`src/hw/rtl/rdt_pkg.sv`:
```
`timescale 1ns / 1ps
// Shared types and constants of the ring deque with duration tally.
// Used by rdt_acc, ring_deque_with_duration_tally and tb_top; depends on nothing.
package rdt_pkg;

	localparam int unsigned ACTION_W = 3;
	localparam int unsigned TEMPO_W  = 9;
	localparam int unsigned MIN_IN_W = 8;
	localparam int unsigned SEC_W    = 6;
	localparam int unsigned STATUS_W = 2;
	localparam int unsigned LIVE_W   = 5;
	localparam int unsigned MIN_W    = 16;

	localparam logic [ACTION_W-1:0] ACT_PUSH_BACK  = 3'd0;
	localparam logic [ACTION_W-1:0] ACT_PUSH_FRONT = 3'd1;
	localparam logic [ACTION_W-1:0] ACT_POP_FRONT  = 3'd2;
	localparam logic [ACTION_W-1:0] ACT_POP_BACK   = 3'd3;
	localparam logic [ACTION_W-1:0] ACT_TALLY      = 3'd4;

	localparam logic [STATUS_W-1:0] STAT_OK    = 2'd0;
	localparam logic [STATUS_W-1:0] STAT_FULL  = 2'd1;
	localparam logic [STATUS_W-1:0] STAT_EMPTY = 2'd2;

	localparam logic [TEMPO_W-1:0] THR_RESET   = 9'd120;
	localparam logic [6:0]         SEC_PER_MIN = 7'd60;
	localparam logic [6:0]         SEC_TWO_MIN = 7'd120;
	localparam logic [MIN_W-1:0]   MIN_SAT     = 16'hFFFF;

	typedef struct packed {
		logic [TEMPO_W-1:0]  tempo;
		logic [MIN_IN_W-1:0] mins;
		logic [SEC_W-1:0]    secs;
	} entry_t;

	typedef struct packed {
		logic clr;
		logic add;
	} acc_ctl_t;

endpackage

```
`src/hw/rtl/ring_deque_with_duration_tally.sv`:
```
`timescale 1ns / 1ps
// Ring deque with duration tally: top level, entry memory and sequencer.
// Push and pop are done in the cycle a beat is accepted; the result is registered
// and offered in the next cycle, so pushes and pops sustain one beat per cycle while
// the result channel is not stalled. A tally reads one live entry per cycle through the
// registered read port and stalls the input until its result is loaded.
// Reset clears indices, count and threshold (120); the entry memory is not cleared.
module ring_deque_with_duration_tally
	import rdt_pkg::*;
#(
	parameter int unsigned DEPTH = 16
) (
	input  logic                clk,
	input  logic                arst_n,
	input  logic                psel,
	input  logic                penable,
	input  logic                pwrite,
	input  logic [2:0]          paddr,
	input  logic [31:0]         pwdata,
	output logic [31:0]         prdata,
	output logic                pready,
	input  logic                req_valid,
	output logic                req_stall,
	input  logic [ACTION_W-1:0] action,
	input  logic [TEMPO_W-1:0]  tempo,
	input  logic [MIN_IN_W-1:0] minutes,
	input  logic [SEC_W-1:0]    seconds,
	output logic                rsp_valid,
	input  logic                rsp_stall,
	output logic [STATUS_W-1:0] status,
	output logic [LIVE_W-1:0]   live_count,
	output logic [MIN_W-1:0]    total_min,
	output logic [SEC_W-1:0]    total_sec,
	output logic [MIN_W-1:0]    fast_min,
	output logic [SEC_W-1:0]    fast_sec,
	output logic [MIN_W-1:0]    slow_min,
	output logic [SEC_W-1:0]    slow_sec
);

	localparam int unsigned AW = $clog2(DEPTH);
	localparam int unsigned CW = $clog2(DEPTH + 1);
	localparam logic [AW-1:0] IDX_LAST = AW'(DEPTH - 1);
	localparam logic [CW-1:0] CNT_FULL = CW'(DEPTH);
	localparam logic          ADDR_THR = 1'b0;

	typedef enum logic {
		ST_IDLE,
		ST_WALK
	} state_t;

	state_t              state_q;
	logic [TEMPO_W-1:0]  thr_q;
	logic [AW-1:0]       head_q;
	logic [AW-1:0]       tail_q;
	logic [CW-1:0]       cnt_q;
	logic [AW-1:0]       rd_addr_q;
	logic [CW-1:0]       rd_left_q;
	logic                rd_vld_s1;
	entry_t              rd_data_s1;
	entry_t              mem [DEPTH];

	logic                rsp_valid_q;
	logic [STATUS_W-1:0] status_q;
	logic [LIVE_W-1:0]   live_q;
	logic [MIN_W-1:0]    total_min_q;
	logic [SEC_W-1:0]    total_sec_q;
	logic [MIN_W-1:0]    fast_min_q;
	logic [SEC_W-1:0]    fast_sec_q;
	logic [MIN_W-1:0]    slow_min_q;
	logic [SEC_W-1:0]    slow_sec_q;

	logic                out_free;
	logic                req_acc;
	logic                cfg_wr;
	logic                is_full;
	logic                is_empty;
	logic [AW-1:0]       head_inc;
	logic [AW-1:0]       head_dec;
	logic [AW-1:0]       tail_inc;
	logic [AW-1:0]       tail_dec;
	logic [AW-1:0]       head_d;
	logic [AW-1:0]       tail_d;
	logic [CW-1:0]       cnt_d;
	logic [STATUS_W-1:0] status_d;
	logic                wr_en;
	logic [AW-1:0]       wr_addr;
	logic                tally_go;
	logic                rd_issue;
	logic                walk_done;
	logic [CW+4:0]       cnt_wide;
	logic                is_fast;
	acc_ctl_t            ctl_all;
	acc_ctl_t            ctl_fast;
	acc_ctl_t            ctl_slow;
	entry_t              wr_ent;
	logic [MIN_W-1:0]    a_min;
	logic [SEC_W-1:0]    a_sec;
	logic [MIN_W-1:0]    f_min;
	logic [SEC_W-1:0]    f_sec;
	logic [MIN_W-1:0]    s_min;
	logic [SEC_W-1:0]    s_sec;

	// Configuration port.
	assign pready = 1'b1;
	assign cfg_wr = psel && penable && pwrite && pready;
	assign prdata = (paddr[2] == ADDR_THR) ? {{(32-TEMPO_W){1'b0}}, thr_q} : '0;

	// Handshakes.
	assign out_free  = !rsp_valid_q || !rsp_stall;
	assign req_stall = !((state_q == ST_IDLE) && out_free);
	assign req_acc   = req_valid && !req_stall;

	assign is_full  = (cnt_q == CNT_FULL);
	assign is_empty = (cnt_q == '0);
	assign head_inc = (head_q == IDX_LAST) ? '0 : head_q + 1'b1;
	assign head_dec = (head_q == '0) ? IDX_LAST : head_q - 1'b1;
	assign tail_inc = (tail_q == IDX_LAST) ? '0 : tail_q + 1'b1;
	assign tail_dec = (tail_q == '0) ? IDX_LAST : tail_q - 1'b1;

	always_comb begin
		head_d   = head_q;
		tail_d   = tail_q;
		cnt_d    = cnt_q;
		status_d = STAT_OK;
		wr_en    = 1'b0;
		wr_addr  = tail_q;
		tally_go = 1'b0;
		case (action)
			ACT_PUSH_BACK: begin
				if (is_full) begin
					status_d = STAT_FULL;
				end else begin
					wr_en   = req_acc;
					wr_addr = tail_q;
					tail_d  = tail_inc;
					cnt_d   = cnt_q + 1'b1;
				end
			end
			ACT_PUSH_FRONT: begin
				if (is_full) begin
					status_d = STAT_FULL;
				end else begin
					wr_en   = req_acc;
					wr_addr = head_dec;
					head_d  = head_dec;
					cnt_d   = cnt_q + 1'b1;
				end
			end
			ACT_POP_FRONT: begin
				if (is_empty) begin
					status_d = STAT_EMPTY;
				end else begin
					head_d = head_inc;
					cnt_d  = cnt_q - 1'b1;
				end
			end
			ACT_POP_BACK: begin
				if (is_empty) begin
					status_d = STAT_EMPTY;
				end else begin
					tail_d = tail_dec;
					cnt_d  = cnt_q - 1'b1;
				end
			end
			ACT_TALLY: begin
				tally_go = req_acc;
			end
			default: begin
			end
		endcase
	end

	// Held count shown to the user is the low five bits.
	assign cnt_wide = {5'b0, cnt_d};

	// Entry memory: one write port for pushes, one registered read port for the walk.
	assign wr_ent = '{tempo: tempo, mins: minutes, secs: seconds};

	always_ff @(posedge clk) begin
		if (wr_en) begin
			mem[wr_addr] <= wr_ent;
		end
	end

	assign rd_issue  = (state_q == ST_WALK) && (rd_left_q != '0);
	assign walk_done = (state_q == ST_WALK) && (rd_left_q == '0) && !rd_vld_s1;

	always_ff @(posedge clk) begin
		if (rd_issue) begin
			rd_data_s1 <= mem[rd_addr_q];
		end
	end

	// Tally accumulators.
	assign is_fast       = (rd_data_s1.tempo >= thr_q);
	assign ctl_all.clr   = tally_go;
	assign ctl_all.add   = rd_vld_s1;
	assign ctl_fast.clr  = tally_go;
	assign ctl_fast.add  = rd_vld_s1 && is_fast;
	assign ctl_slow.clr  = tally_go;
	assign ctl_slow.add  = rd_vld_s1 && !is_fast;

	rdt_acc u_acc_all (
		.clk     (clk),
		.arst_n  (arst_n),
		.ctl     (ctl_all),
		.mins    (rd_data_s1.mins),
		.secs    (rd_data_s1.secs),
		.sum_min (a_min),
		.sum_sec (a_sec)
	);

	rdt_acc u_acc_fast (
		.clk     (clk),
		.arst_n  (arst_n),
		.ctl     (ctl_fast),
		.mins    (rd_data_s1.mins),
		.secs    (rd_data_s1.secs),
		.sum_min (f_min),
		.sum_sec (f_sec)
	);

	rdt_acc u_acc_slow (
		.clk     (clk),
		.arst_n  (arst_n),
		.ctl     (ctl_slow),
		.mins    (rd_data_s1.mins),
		.secs    (rd_data_s1.secs),
		.sum_min (s_min),
		.sum_sec (s_sec)
	);

	// Sequencer, deque indices and the result register.
	always_ff @(posedge clk or negedge arst_n) begin
		if (!arst_n) begin
			state_q     <= ST_IDLE;
			thr_q       <= THR_RESET;
			head_q      <= '0;
			tail_q      <= '0;
			cnt_q       <= '0;
			rd_addr_q   <= '0;
			rd_left_q   <= '0;
			rd_vld_s1   <= 1'b0;
			rsp_valid_q <= 1'b0;
			status_q    <= STAT_OK;
			live_q      <= '0;
			total_min_q <= '0;
			total_sec_q <= '0;
			fast_min_q  <= '0;
			fast_sec_q  <= '0;
			slow_min_q  <= '0;
			slow_sec_q  <= '0;
		end else begin
			if (cfg_wr && (paddr[2] == ADDR_THR)) begin
				thr_q <= pwdata[TEMPO_W-1:0];
			end
			rd_vld_s1 <= rd_issue;
			if (rsp_valid_q && !rsp_stall) begin
				rsp_valid_q <= 1'b0;
			end
			case (state_q)
				ST_IDLE: begin
					if (req_acc) begin
						if (tally_go) begin
							state_q   <= ST_WALK;
							rd_addr_q <= head_q;
							rd_left_q <= cnt_q;
						end else begin
							head_q      <= head_d;
							tail_q      <= tail_d;
							cnt_q       <= cnt_d;
							rsp_valid_q <= 1'b1;
							status_q    <= status_d;
							live_q      <= cnt_wide[LIVE_W-1:0];
							total_min_q <= '0;
							total_sec_q <= '0;
							fast_min_q  <= '0;
							fast_sec_q  <= '0;
							slow_min_q  <= '0;
							slow_sec_q  <= '0;
						end
					end
				end
				ST_WALK: begin
					if (rd_issue) begin
						rd_addr_q <= (rd_addr_q == IDX_LAST) ? '0 : rd_addr_q + 1'b1;
						rd_left_q <= rd_left_q - 1'b1;
					end
					// The beat that started the walk left the result register
					// empty, so the tally can always be loaded here. The next beat
					// may already wait at the input, so the count comes from the
					// register and not from the decoded action.
					if (walk_done) begin
						state_q     <= ST_IDLE;
						rsp_valid_q <= 1'b1;
						status_q    <= STAT_OK;
						live_q      <= LIVE_W'(cnt_q);
						total_min_q <= a_min;
						total_sec_q <= a_sec;
						fast_min_q  <= f_min;
						fast_sec_q  <= f_sec;
						slow_min_q  <= s_min;
						slow_sec_q  <= s_sec;
					end
				end
				default: begin
					state_q <= ST_IDLE;
				end
			endcase
		end
	end

	assign rsp_valid  = rsp_valid_q;
	assign status     = status_q;
	assign live_count = live_q;
	assign total_min  = total_min_q;
	assign total_sec  = total_sec_q;
	assign fast_min   = fast_min_q;
	assign fast_sec   = fast_sec_q;
	assign slow_min   = slow_min_q;
	assign slow_sec   = slow_sec_q;

	// Assertions.
	a_cnt_bound: assert property (@(posedge clk) disable iff (!arst_n)
		cnt_q <= CNT_FULL)
		else $error("held count exceeds depth");

	a_done_free: assert property (@(posedge clk) disable iff (!arst_n)
		walk_done |-> !rsp_valid_q)
		else $error("tally finished while result register still occupied");

	a_no_accept_walk: assert property (@(posedge clk) disable iff (!arst_n)
		(state_q == ST_WALK) |-> req_stall)
		else $error("request accepted during tally walk");

	a_read_in_walk: assert property (@(posedge clk) disable iff (!arst_n)
		rd_vld_s1 |-> (state_q == ST_WALK) && $past(rd_issue))
		else $error("read data arrived outside a tally walk");

endmodule

```
`src/hw/rtl/rdt_acc.sv`:
```
`timescale 1ns / 1ps
// Duration accumulator: keeps a normalized minutes/seconds sum of entries.
// Depends on rdt_pkg.
module rdt_acc
	import rdt_pkg::*;
(
	input  logic                clk,
	input  logic                arst_n,
	input  acc_ctl_t            ctl,
	input  logic [MIN_IN_W-1:0] mins,
	input  logic [SEC_W-1:0]    secs,
	output logic [MIN_W-1:0]    sum_min,
	output logic [SEC_W-1:0]    sum_sec
);

	logic [MIN_W-1:0] acc_min_q;
	logic [SEC_W-1:0] acc_sec_q;
	logic [6:0]       sec_sum;
	logic [1:0]       carry;
	logic [6:0]       sec_norm;
	logic [MIN_W:0]   min_sum;

	// The running seconds stay below 60 and an entry adds at most 63, so at
	// most two minutes carry out per entry.
	always_comb begin
		sec_sum = {1'b0, acc_sec_q} + {1'b0, secs};
		if (sec_sum >= SEC_TWO_MIN) begin
			carry    = 2'd2;
			sec_norm = sec_sum - SEC_TWO_MIN;
		end else if (sec_sum >= SEC_PER_MIN) begin
			carry    = 2'd1;
			sec_norm = sec_sum - SEC_PER_MIN;
		end else begin
			carry    = 2'd0;
			sec_norm = sec_sum;
		end
		min_sum = {1'b0, acc_min_q} + (MIN_W+1)'(mins) + (MIN_W+1)'(carry);
	end

	// The true minute count only grows, so saturating each partial sum gives
	// the same result as saturating the final one.
	always_ff @(posedge clk or negedge arst_n) begin
		if (!arst_n) begin
			acc_min_q <= '0;
			acc_sec_q <= '0;
		end else if (ctl.clr) begin
			acc_min_q <= '0;
			acc_sec_q <= '0;
		end else if (ctl.add) begin
			acc_min_q <= min_sum[MIN_W] ? MIN_SAT : min_sum[MIN_W-1:0];
			acc_sec_q <= sec_norm[SEC_W-1:0];
		end
	end

	assign sum_min = acc_min_q;
	assign sum_sec = acc_sec_q;

endmodule

```
`config.mk`:
```
export PLATFORM = sky130hd
export DESIGN_NAME = ring_deque_with_duration_tally
export DESIGN_NICKNAME = d
export VERILOG_FILES = /design/src/hw/rtl/rdt_pkg.sv /design/src/hw/rtl/ring_deque_with_duration_tally.sv /design/src/hw/rtl/rdt_acc.sv
export SDC_FILE = /design/constraint.sdc
export NUM_CORES = 1
export LEC_CHECK = 0
export ABC_AREA = 1
export BUFFER_PORTS_ARGS = -buffer_cell sky130_fd_sc_hd__buf_2
export CAP_MARGIN = 20
export CORE_ASPECT_RATIO = 0.7
export CORE_MARGIN = 4
export CORE_UTILIZATION = 30
export CTS_CLUSTER_SIZE = 30
export DETAILED_ROUTE_END_ITERATION = 16
export PLACE_DENSITY = 0.51
export SYNTH_ARGS = -nofsm -noshare
export SYNTH_HDL_FRONTEND = slang
export SYNTH_HIERARCHICAL = 1
export SYNTH_SLANG_ARGS = --single-unit
```
`constraint.sdc`:
```
create_clock -name clk -period 9.24 [get_ports clk]
set_input_delay 0.462 -clock clk [delete_from_list [all_inputs] [get_ports clk]]
set_output_delay 0.462 -clock clk [all_outputs]
set_load 0.005 [all_outputs]
```
Yosys cells after proc, flatten, opt, wreduce, memory -nomap -nowiden
Memories as Yosys holds them, arrays and structs flattened. A register that Yosys moved wholly into a read port is not among the register bits.
Index checks and enable logic that the tools add are counted.
Widths: inputs -> output; s select.
{ "op_classes": {"order_cmp": 7, "bitwise_logic": 3, "n_reduce_logical": 35, "eq_ne": 17, "n_addsub": 23, "muxes": 93} }
{ "op_table": {"columns": ["operator", "n"], "rows": [
  ["$mux 16", 14],
  ["$mux 6", 17],
  ["$pmux 16 s2", 3],
  ["$mux 4", 14],
  ["$add 16x8->17", 3],
  ["$add 17x2->17", 3],
  ["$mux 5", 8],
  ["$pmux 6 s2", 3],
  ["$sub 6x6->6 const B", 6],
  ["$pmux 5 s2", 3],
  ["$pmux 4 s2", 3],
  ["$add 6x6->7", 3],
  ["$ge 7x6->1 const B", 3],
  ["$ge 7x7->1 const B", 3],
  ["$mux 1", 16],
  ["$mux 2", 7],
  ["$ne 2x2->1 const B", 7],
  ["$add 4x1->4 const B", 3],
  ["$eq 4x4->1 const B", 3],
  ["$reduce_and 6->1", 2],
  ["$logic_and 1x1->1", 11],
  ["$logic_not 5->1", 2],
  ["$reduce_bool 2->1", 5],
  ["$sub 5x1->5 const B", 2],
  ["19 further kinds", 34]
]} }
{ "word_totals": {"input_bits": 68, "mem_bits_rw": 368, "output_inout_bits": 108, "mem_count": 1, "register_bits": 173, "word_cells": 202} }
{ "mem_list": {"columns": ["name", "depth", "width", "rd", "rd_clocked_by_memory_dff", "write_ports", "line", "rtl"], "rows": [
  ["mem", 16, 23, 1, 1, 1, "ring_deque_with_duration_tally.sv:60", "entry_t mem [DEPTH];"]
]} }

Depth between registers and ports, before layout
{ "depth": {"word_depth": 8, "mapped_depth": 31, "ltp_nobuf": 31} }

Cells and area by module
The synthesis kept the hierarchy.
{ "modules_own_cells": {"columns": ["mod", "cells_per_inst", "instances", "area_each_um2", "seq_area_each_um2"], "rows": [
  ["ring_deque_with_duration_tally", 1822, 1, 20847.5, 14423.8],
  ["rdt_acc at u_acc_fast", 281, 1, 2063.2, 550.5],
  ["rdt_acc at u_acc_all", 280, 1, 2011.9, 550.5],
  ["rdt_acc at u_acc_slow", 271, 1, 1999.4, 550.5]
]} }

Worst setup path after synthesis
OpenSTA, ideal clock, no wires.
{ "synth_timing": {"path_kind": "reg2reg", "start": "reg rd_data_s1[0] (netlist name)", "end": "reg u_acc_slow.acc_min_q[13], in the netlist u_acc_slow/sum_min[13]", "t_arrival_ns": 3.741, "period_less_slack_ns": 3.868, "stages_incl_launch_ff": 30, "slack_ns": 5.372, "t_required_ns": 9.112, "n_path_buf": 0, "setup_time_ns": 0.128, "cell_sequence": "edfxtp_1 -> ha_1 -> inv_1 -> fa_1 -> inv_1 -> nand3_1 -> nand3b_1 -> nand2_1 -> inv_2 -> ha_1 -> inv_1 -> nor2_1 -> nand3_2 -> nand2_2 -> clkinv_2 -> nand2_4 -> nand2_2 -> fa_1 -> inv_1 -> ha_1 -> fa_1 -> nand3_1 -> nand2_1 -> nand2_1 -> nand2_1 -> nand2_1 -> nor2_1 -> xor2_1 -> o21ai_1 -> o21ai_0"} }
{ "synth_via": {"elab_chain_cells": 8, "word_cells_on_any_way": 9, "cone_classes": "add/sub (2); order compare (2); mux (5)"} }
{ "synth_rtl": {"columns": ["item", "line", "rtl"], "rows": [
  ["$add 6x6->7 *", "rdt_acc.sv:26", "sec_sum = {1'b0, acc_sec_q} + {1'b0, secs};"],
  ["$ge 7x6->1", "rdt_acc.sv:30", "end else if (sec_sum >= SEC_PER_MIN) begin"],
  ["$mux 1", "rdt_acc.sv:30", null],
  ["$mux 2 *", "rdt_acc.sv:27", "if (sec_sum >= SEC_TWO_MIN) begin"],
  ["$add 17x2->17 *", "rdt_acc.sv:37", "min_sum = {1'b0, acc_min_q} + (MIN_W+1)'(mins) + (MIN_W+1)'(carry);"],
  ["$mux 16 *", "rdt_acc.sv:50", "acc_min_q <= min_sum[MIN_W] ? MIN_SAT : min_sum[MIN_W-1:0];"],
  ["$mux 16 *", "rdt_acc.sv:49", "end else if (ctl.add) begin"],
  ["$mux 16 *", "rdt_acc.sv:46", "end else if (ctl.clr) begin"],
  ["end signal: assignment", "rdt_acc.sv:50", null],
  ["end: declaration", "rdt_acc.sv:16", "logic [MIN_W-1:0] acc_min_q;"]
]} }
Mark *: on every way between the ends. The rest lies on a longest branch, timed or not. The select of a mux whose other input is x is not followed.
A chain may end at the register's enable or synchronous reset.

Worst setup path after layout
{ "layout_timing": {"start": "reg rd_data_s1[0] (netlist name)", "end": "reg u_acc_slow.acc_min_q[13], in the netlist u_acc_slow/sum_min[13]"} }
{ "layout_via": {"elab_chain_cells": 8, "word_cells_on_any_way": 9, "cone_classes": "add/sub (2); order compare (2); mux (5)"} }
{ "layout_rtl": {"columns": ["item", "line"], "rows": [
  ["$add 6x6->7 *", "rdt_acc.sv:26"],
  ["$ge 7x6->1", "rdt_acc.sv:30"],
  ["$mux 1", "rdt_acc.sv:30"],
  ["$mux 2 *", "rdt_acc.sv:27"],
  ["$add 17x2->17 *", "rdt_acc.sv:37"],
  ["$mux 16 *", "rdt_acc.sv:50"],
  ["$mux 16 *", "rdt_acc.sv:49"],
  ["$mux 16 *", "rdt_acc.sv:46"]
]} }
Marks and branches as above.

==> impl_metrics.csv <==
group,metric,value,unit
drt,ant_nets,0,
cts,cts_tree,"built",
floorplan,die_area,94670,sq um
sta,rsz0062_at_grt,"false",
yosys,syn_area_per_cell,10.14,sq um
floorplan,dieWidth,366.1,microns
cells_and_area,synthToLayoutAreaGrowth,14.78,%
drt,drc,0,
min_path,hold_path_class,"input pin to flip-flop",
cells_and_area,fin_area,30900,sq um
cells_and_area,drive_gt1_share,13.09,%
sta,finalHoldViolations,0,
pwr,pwr_density_cell,346.3,nW/um^2
drt,wl_per_cell,17.99,microns
worst_setup_path,crit_buf_inv,6,
pwr,p_switching,4.580,mW
placed_design,place_hpwl,43840,microns
pwr,ir_drop,0.1764,mV
yosys,syn_inst,2654,
placed_design,port_buffers,126,
sta,tightest_slew,1.126,ns
cts,numCtsBuffers,57,
pwr,swShare,42.80,%
placed_design,place.gp.congestion,0.8286,
cts,htree_levels,2,
yosys,synth-edff-count,391,
global_route,grt_overflow,0,
cts,root_buffer,"clkbuf_16",
sta,setup_tns,0,ns
job,drv_cap,0,
worst_setup_path,critPathTopFamily,"adder cells",
floorplan,num_rows,91,
pwr,intPower,6.122,mW
worst_setup_path,cp_data_required_time,9.75,ns
yosys,yosys.area.top_type,"edfxtp_1",
outcome,outcome,"finished, final reports clean",
pwr,seq_power_share,33.2,%
placed_design,placed_area,28780,sq um
cts,clkSinkCount,564,
cells_and_area,nFillCells,8934,
worst_setup_path,crit_top_cell,"nand2_1",
yosys,yosysTopAreaCellShare,43.61,%
yosys,yosys_warnings,6,
cells_and_area,regArea,16080,sq um
worst_setup_path,cp_slowest_cell,"edfxtp_1",
yosys,ys_seq_area_share,59.71,%
drt,drt-initial-drc-count,1450,
sta,relSlewSlack,24.77,%
sta,slew_viol_final,0,
worst_setup_path,setup.worst_path.start_class,"flip-flop",
yosys,synth_flop_cell,"edfxtp_1",
worst_setup_path,slowest_delay,0.50,ns
sta,max_freq,0.2155,GHz
drt,wirelength,71350,microns
sta,period_share,50.22,%
drt,vias,18670,
cells_and_area,layout_commonest_cell,"nand2_1",
floorplan,die_h,258.6,microns
worst_setup_path,crit_type,"flip-flop to flip-flop",
global_route,grt_pass1_vias,17660,
worst_setup_path,worstPathMaxFanout,5,
sta,clock_skew,0.05132,ns
cts,insertion_delay,0.66,ns
yosys,synth-seq-cells,564,
global_route,gr-usage-all-layers,14.79,%
pwr,p_comb_share,44.2,%
floorplan,io_pins,176,
global_route,grtUsageMet2,21.92,%
cells_and_area,finalNetCount,2922,
global_route,grt_pass1_wl,109800,microns
floorplan,core_area,88580,sq um
sta,period_minus_slack,4.640,ns
pwr,p_leak,12.63,nW
yosys,async_flop_share,30.67,%
drt,drt_pass1_iterations,5,
global_route,use_met3,2.307,%
yosys,synthDistinctLibCells,55,
global_route,antenna_found_initial,7,
cts,clk_pin_slew,0.06,ns
yosys,netlist_area,26920,sq um
sta,setup_viol_count_final,0,
cells_and_area,final_cell_mix,"nand2_1 (686), edfxtp_1 (391), o21ai_0 (206)",
floorplan,start_util,30.39,%
global_route,grt_start_max_net_pins,187,
yosys,synth_area_leaders,"edfxtp_1 (44%), dfrtp_1 (16%), nand2_1 (9.6%)",
pwr,clockPowerShare,22.6,%
cells_and_area,multi_input_area,9540,sq um
cts,clock_path_buffers,3,
worst_setup_path,cp-end-kind,"flip-flop",
global_route,busiest_layer,"met1",
drt,viasPerCell,4.707,
worst_setup_path,worstPathArrival,5.15,ns
global_route,met1_usage,22.89,%
layout make-up:
class	instances	share of cell area, %
sequential	564	52.04
multi-input combinational	1767	30.87
clock buffer	68	4.879
tap	1162	4.705
timing repair buffer	154	3.421
inverter	210	2.575
clock inverter	40	1.490
antenna	2	0.01620
path summary, 6_finish.rpt:
path	from	endpoint	slack (ns)	cells past startpoint
setup reg to reg	rd_data_s1[0]	u_acc_slow/sum_min[13]	4.60	29
min in group asynchronous	arst_n	total_min[11]	0.54	2
hold / removal	pwdata[4]	thr_q[4]	0.07	3
setup / recovery	rd_data_s1[0]	u_acc_slow/sum_min[13]	4.60	29
max in group asynchronous	arst_n	slow_min[14]	7.23	3
hold reg to reg	live_count[1]	live_count[1]	0.48	2
synthesized netlist by cell type, drive strengths merged (3+ instances only):
cell type  instances
and3               6
a21oi             99
a31oi             11
o211ai            57
clkinv             3
nand4             68
fa                12
a21o               4
nand3            192
or2                5
xnor2              9
ha                88
buf               83
nand3b             6
o22ai              7
o21ai            256
dfstp              4
edfxtp           391
clkbuf            52
nor3               5
dfrtp            169
nand2            714
a21boi             4
nor2             162
inv              207
xor2              33
power by group through the flow:
stage | Clock, mW | Combinational (mW) | Sequential (mW)
after floorplan | 0 | 3.56 | 3.41
after global placement | 0 | 4.71 | 3.60
after detailed placement | 0 | 4.73 | 3.61
after CTS | 2.48 | 4.76 | 3.56
after global routing | 2.59 | 5.42 | 3.61
final | 2.42 | 4.73 | 3.55
state kept, by name, indices dropped and copies added, names as in the netlist, 9 cells and up:
register and flops:
fast_min 16, mem 368, rd_data_s1 23, slow_min 16, thr_q 9, total_min 16, u_acc_all/sum_min 16, u_acc_fast/sum_min 16
u_acc_slow/sum_min 16
metal layers:
layer | share of wire [%] | vias to the layer above
met5 | 0.018 | -
li1 | - | 9274
met3 | 4.8 | 75
met1 | 52 | 8985
met2 | 42 | 337
met4 | 1.3 | 2
repair_timing:
action | 4_1_cts | 5_1_grt
hold endpoints to repair | 32 | 0
setup buffers | 0 | 0
gates resized for setup | 0 | 0
hold buffers | 1 | 0
worst reg2reg max path: cells and delay by family (launching register included):
family                   cells  cell delay (ns)
XOR/XNOR                     1             0.10
flip-flops                   1             0.50
adder cells (fa/ha/maj)      6             1.70
AO/OA/AOI/OAI                2             0.20
buffers and inverters        6             0.53
AND/OR/NAND/NOR             14             1.50
kinds of logic after synthesis:
group / count (synthesis) / synth area share, %
simple gates: 1158 / 19.13
buf+inv: 345 / 5.633
other cells: 2 / 0.02790
fa+ha+maj: 100 / 4.982
flops: 564 / 59.71
compound gates: 443 / 9.151
xor+xnor: 42 / 1.366
through the flow:
stage | total power [mW] | cells | util [%] | hold slack [ns] | setup slack [ns]
2_1_floorplan | 6.965 | 2676 | - | 0.1664 | 5.372
3_3_place_gp | 8.314 | 3845 | 32.34 | 0.4594 | 4.717
3_5_place_dp | 8.334 | 3850 | 32.49 | 0.4648 | 4.685
4_1_cts | 10.80 | 3959 | 34.72 | 0.02914 | 4.641
5_1_grt | 11.62 | 3965 | 34.88 | 0.04929 | 4.225
6_report | 10.70 | 3967 | 34.89 | 0.07349 | 4.600
No activity file was read; power rests on OpenSTA's default activity.
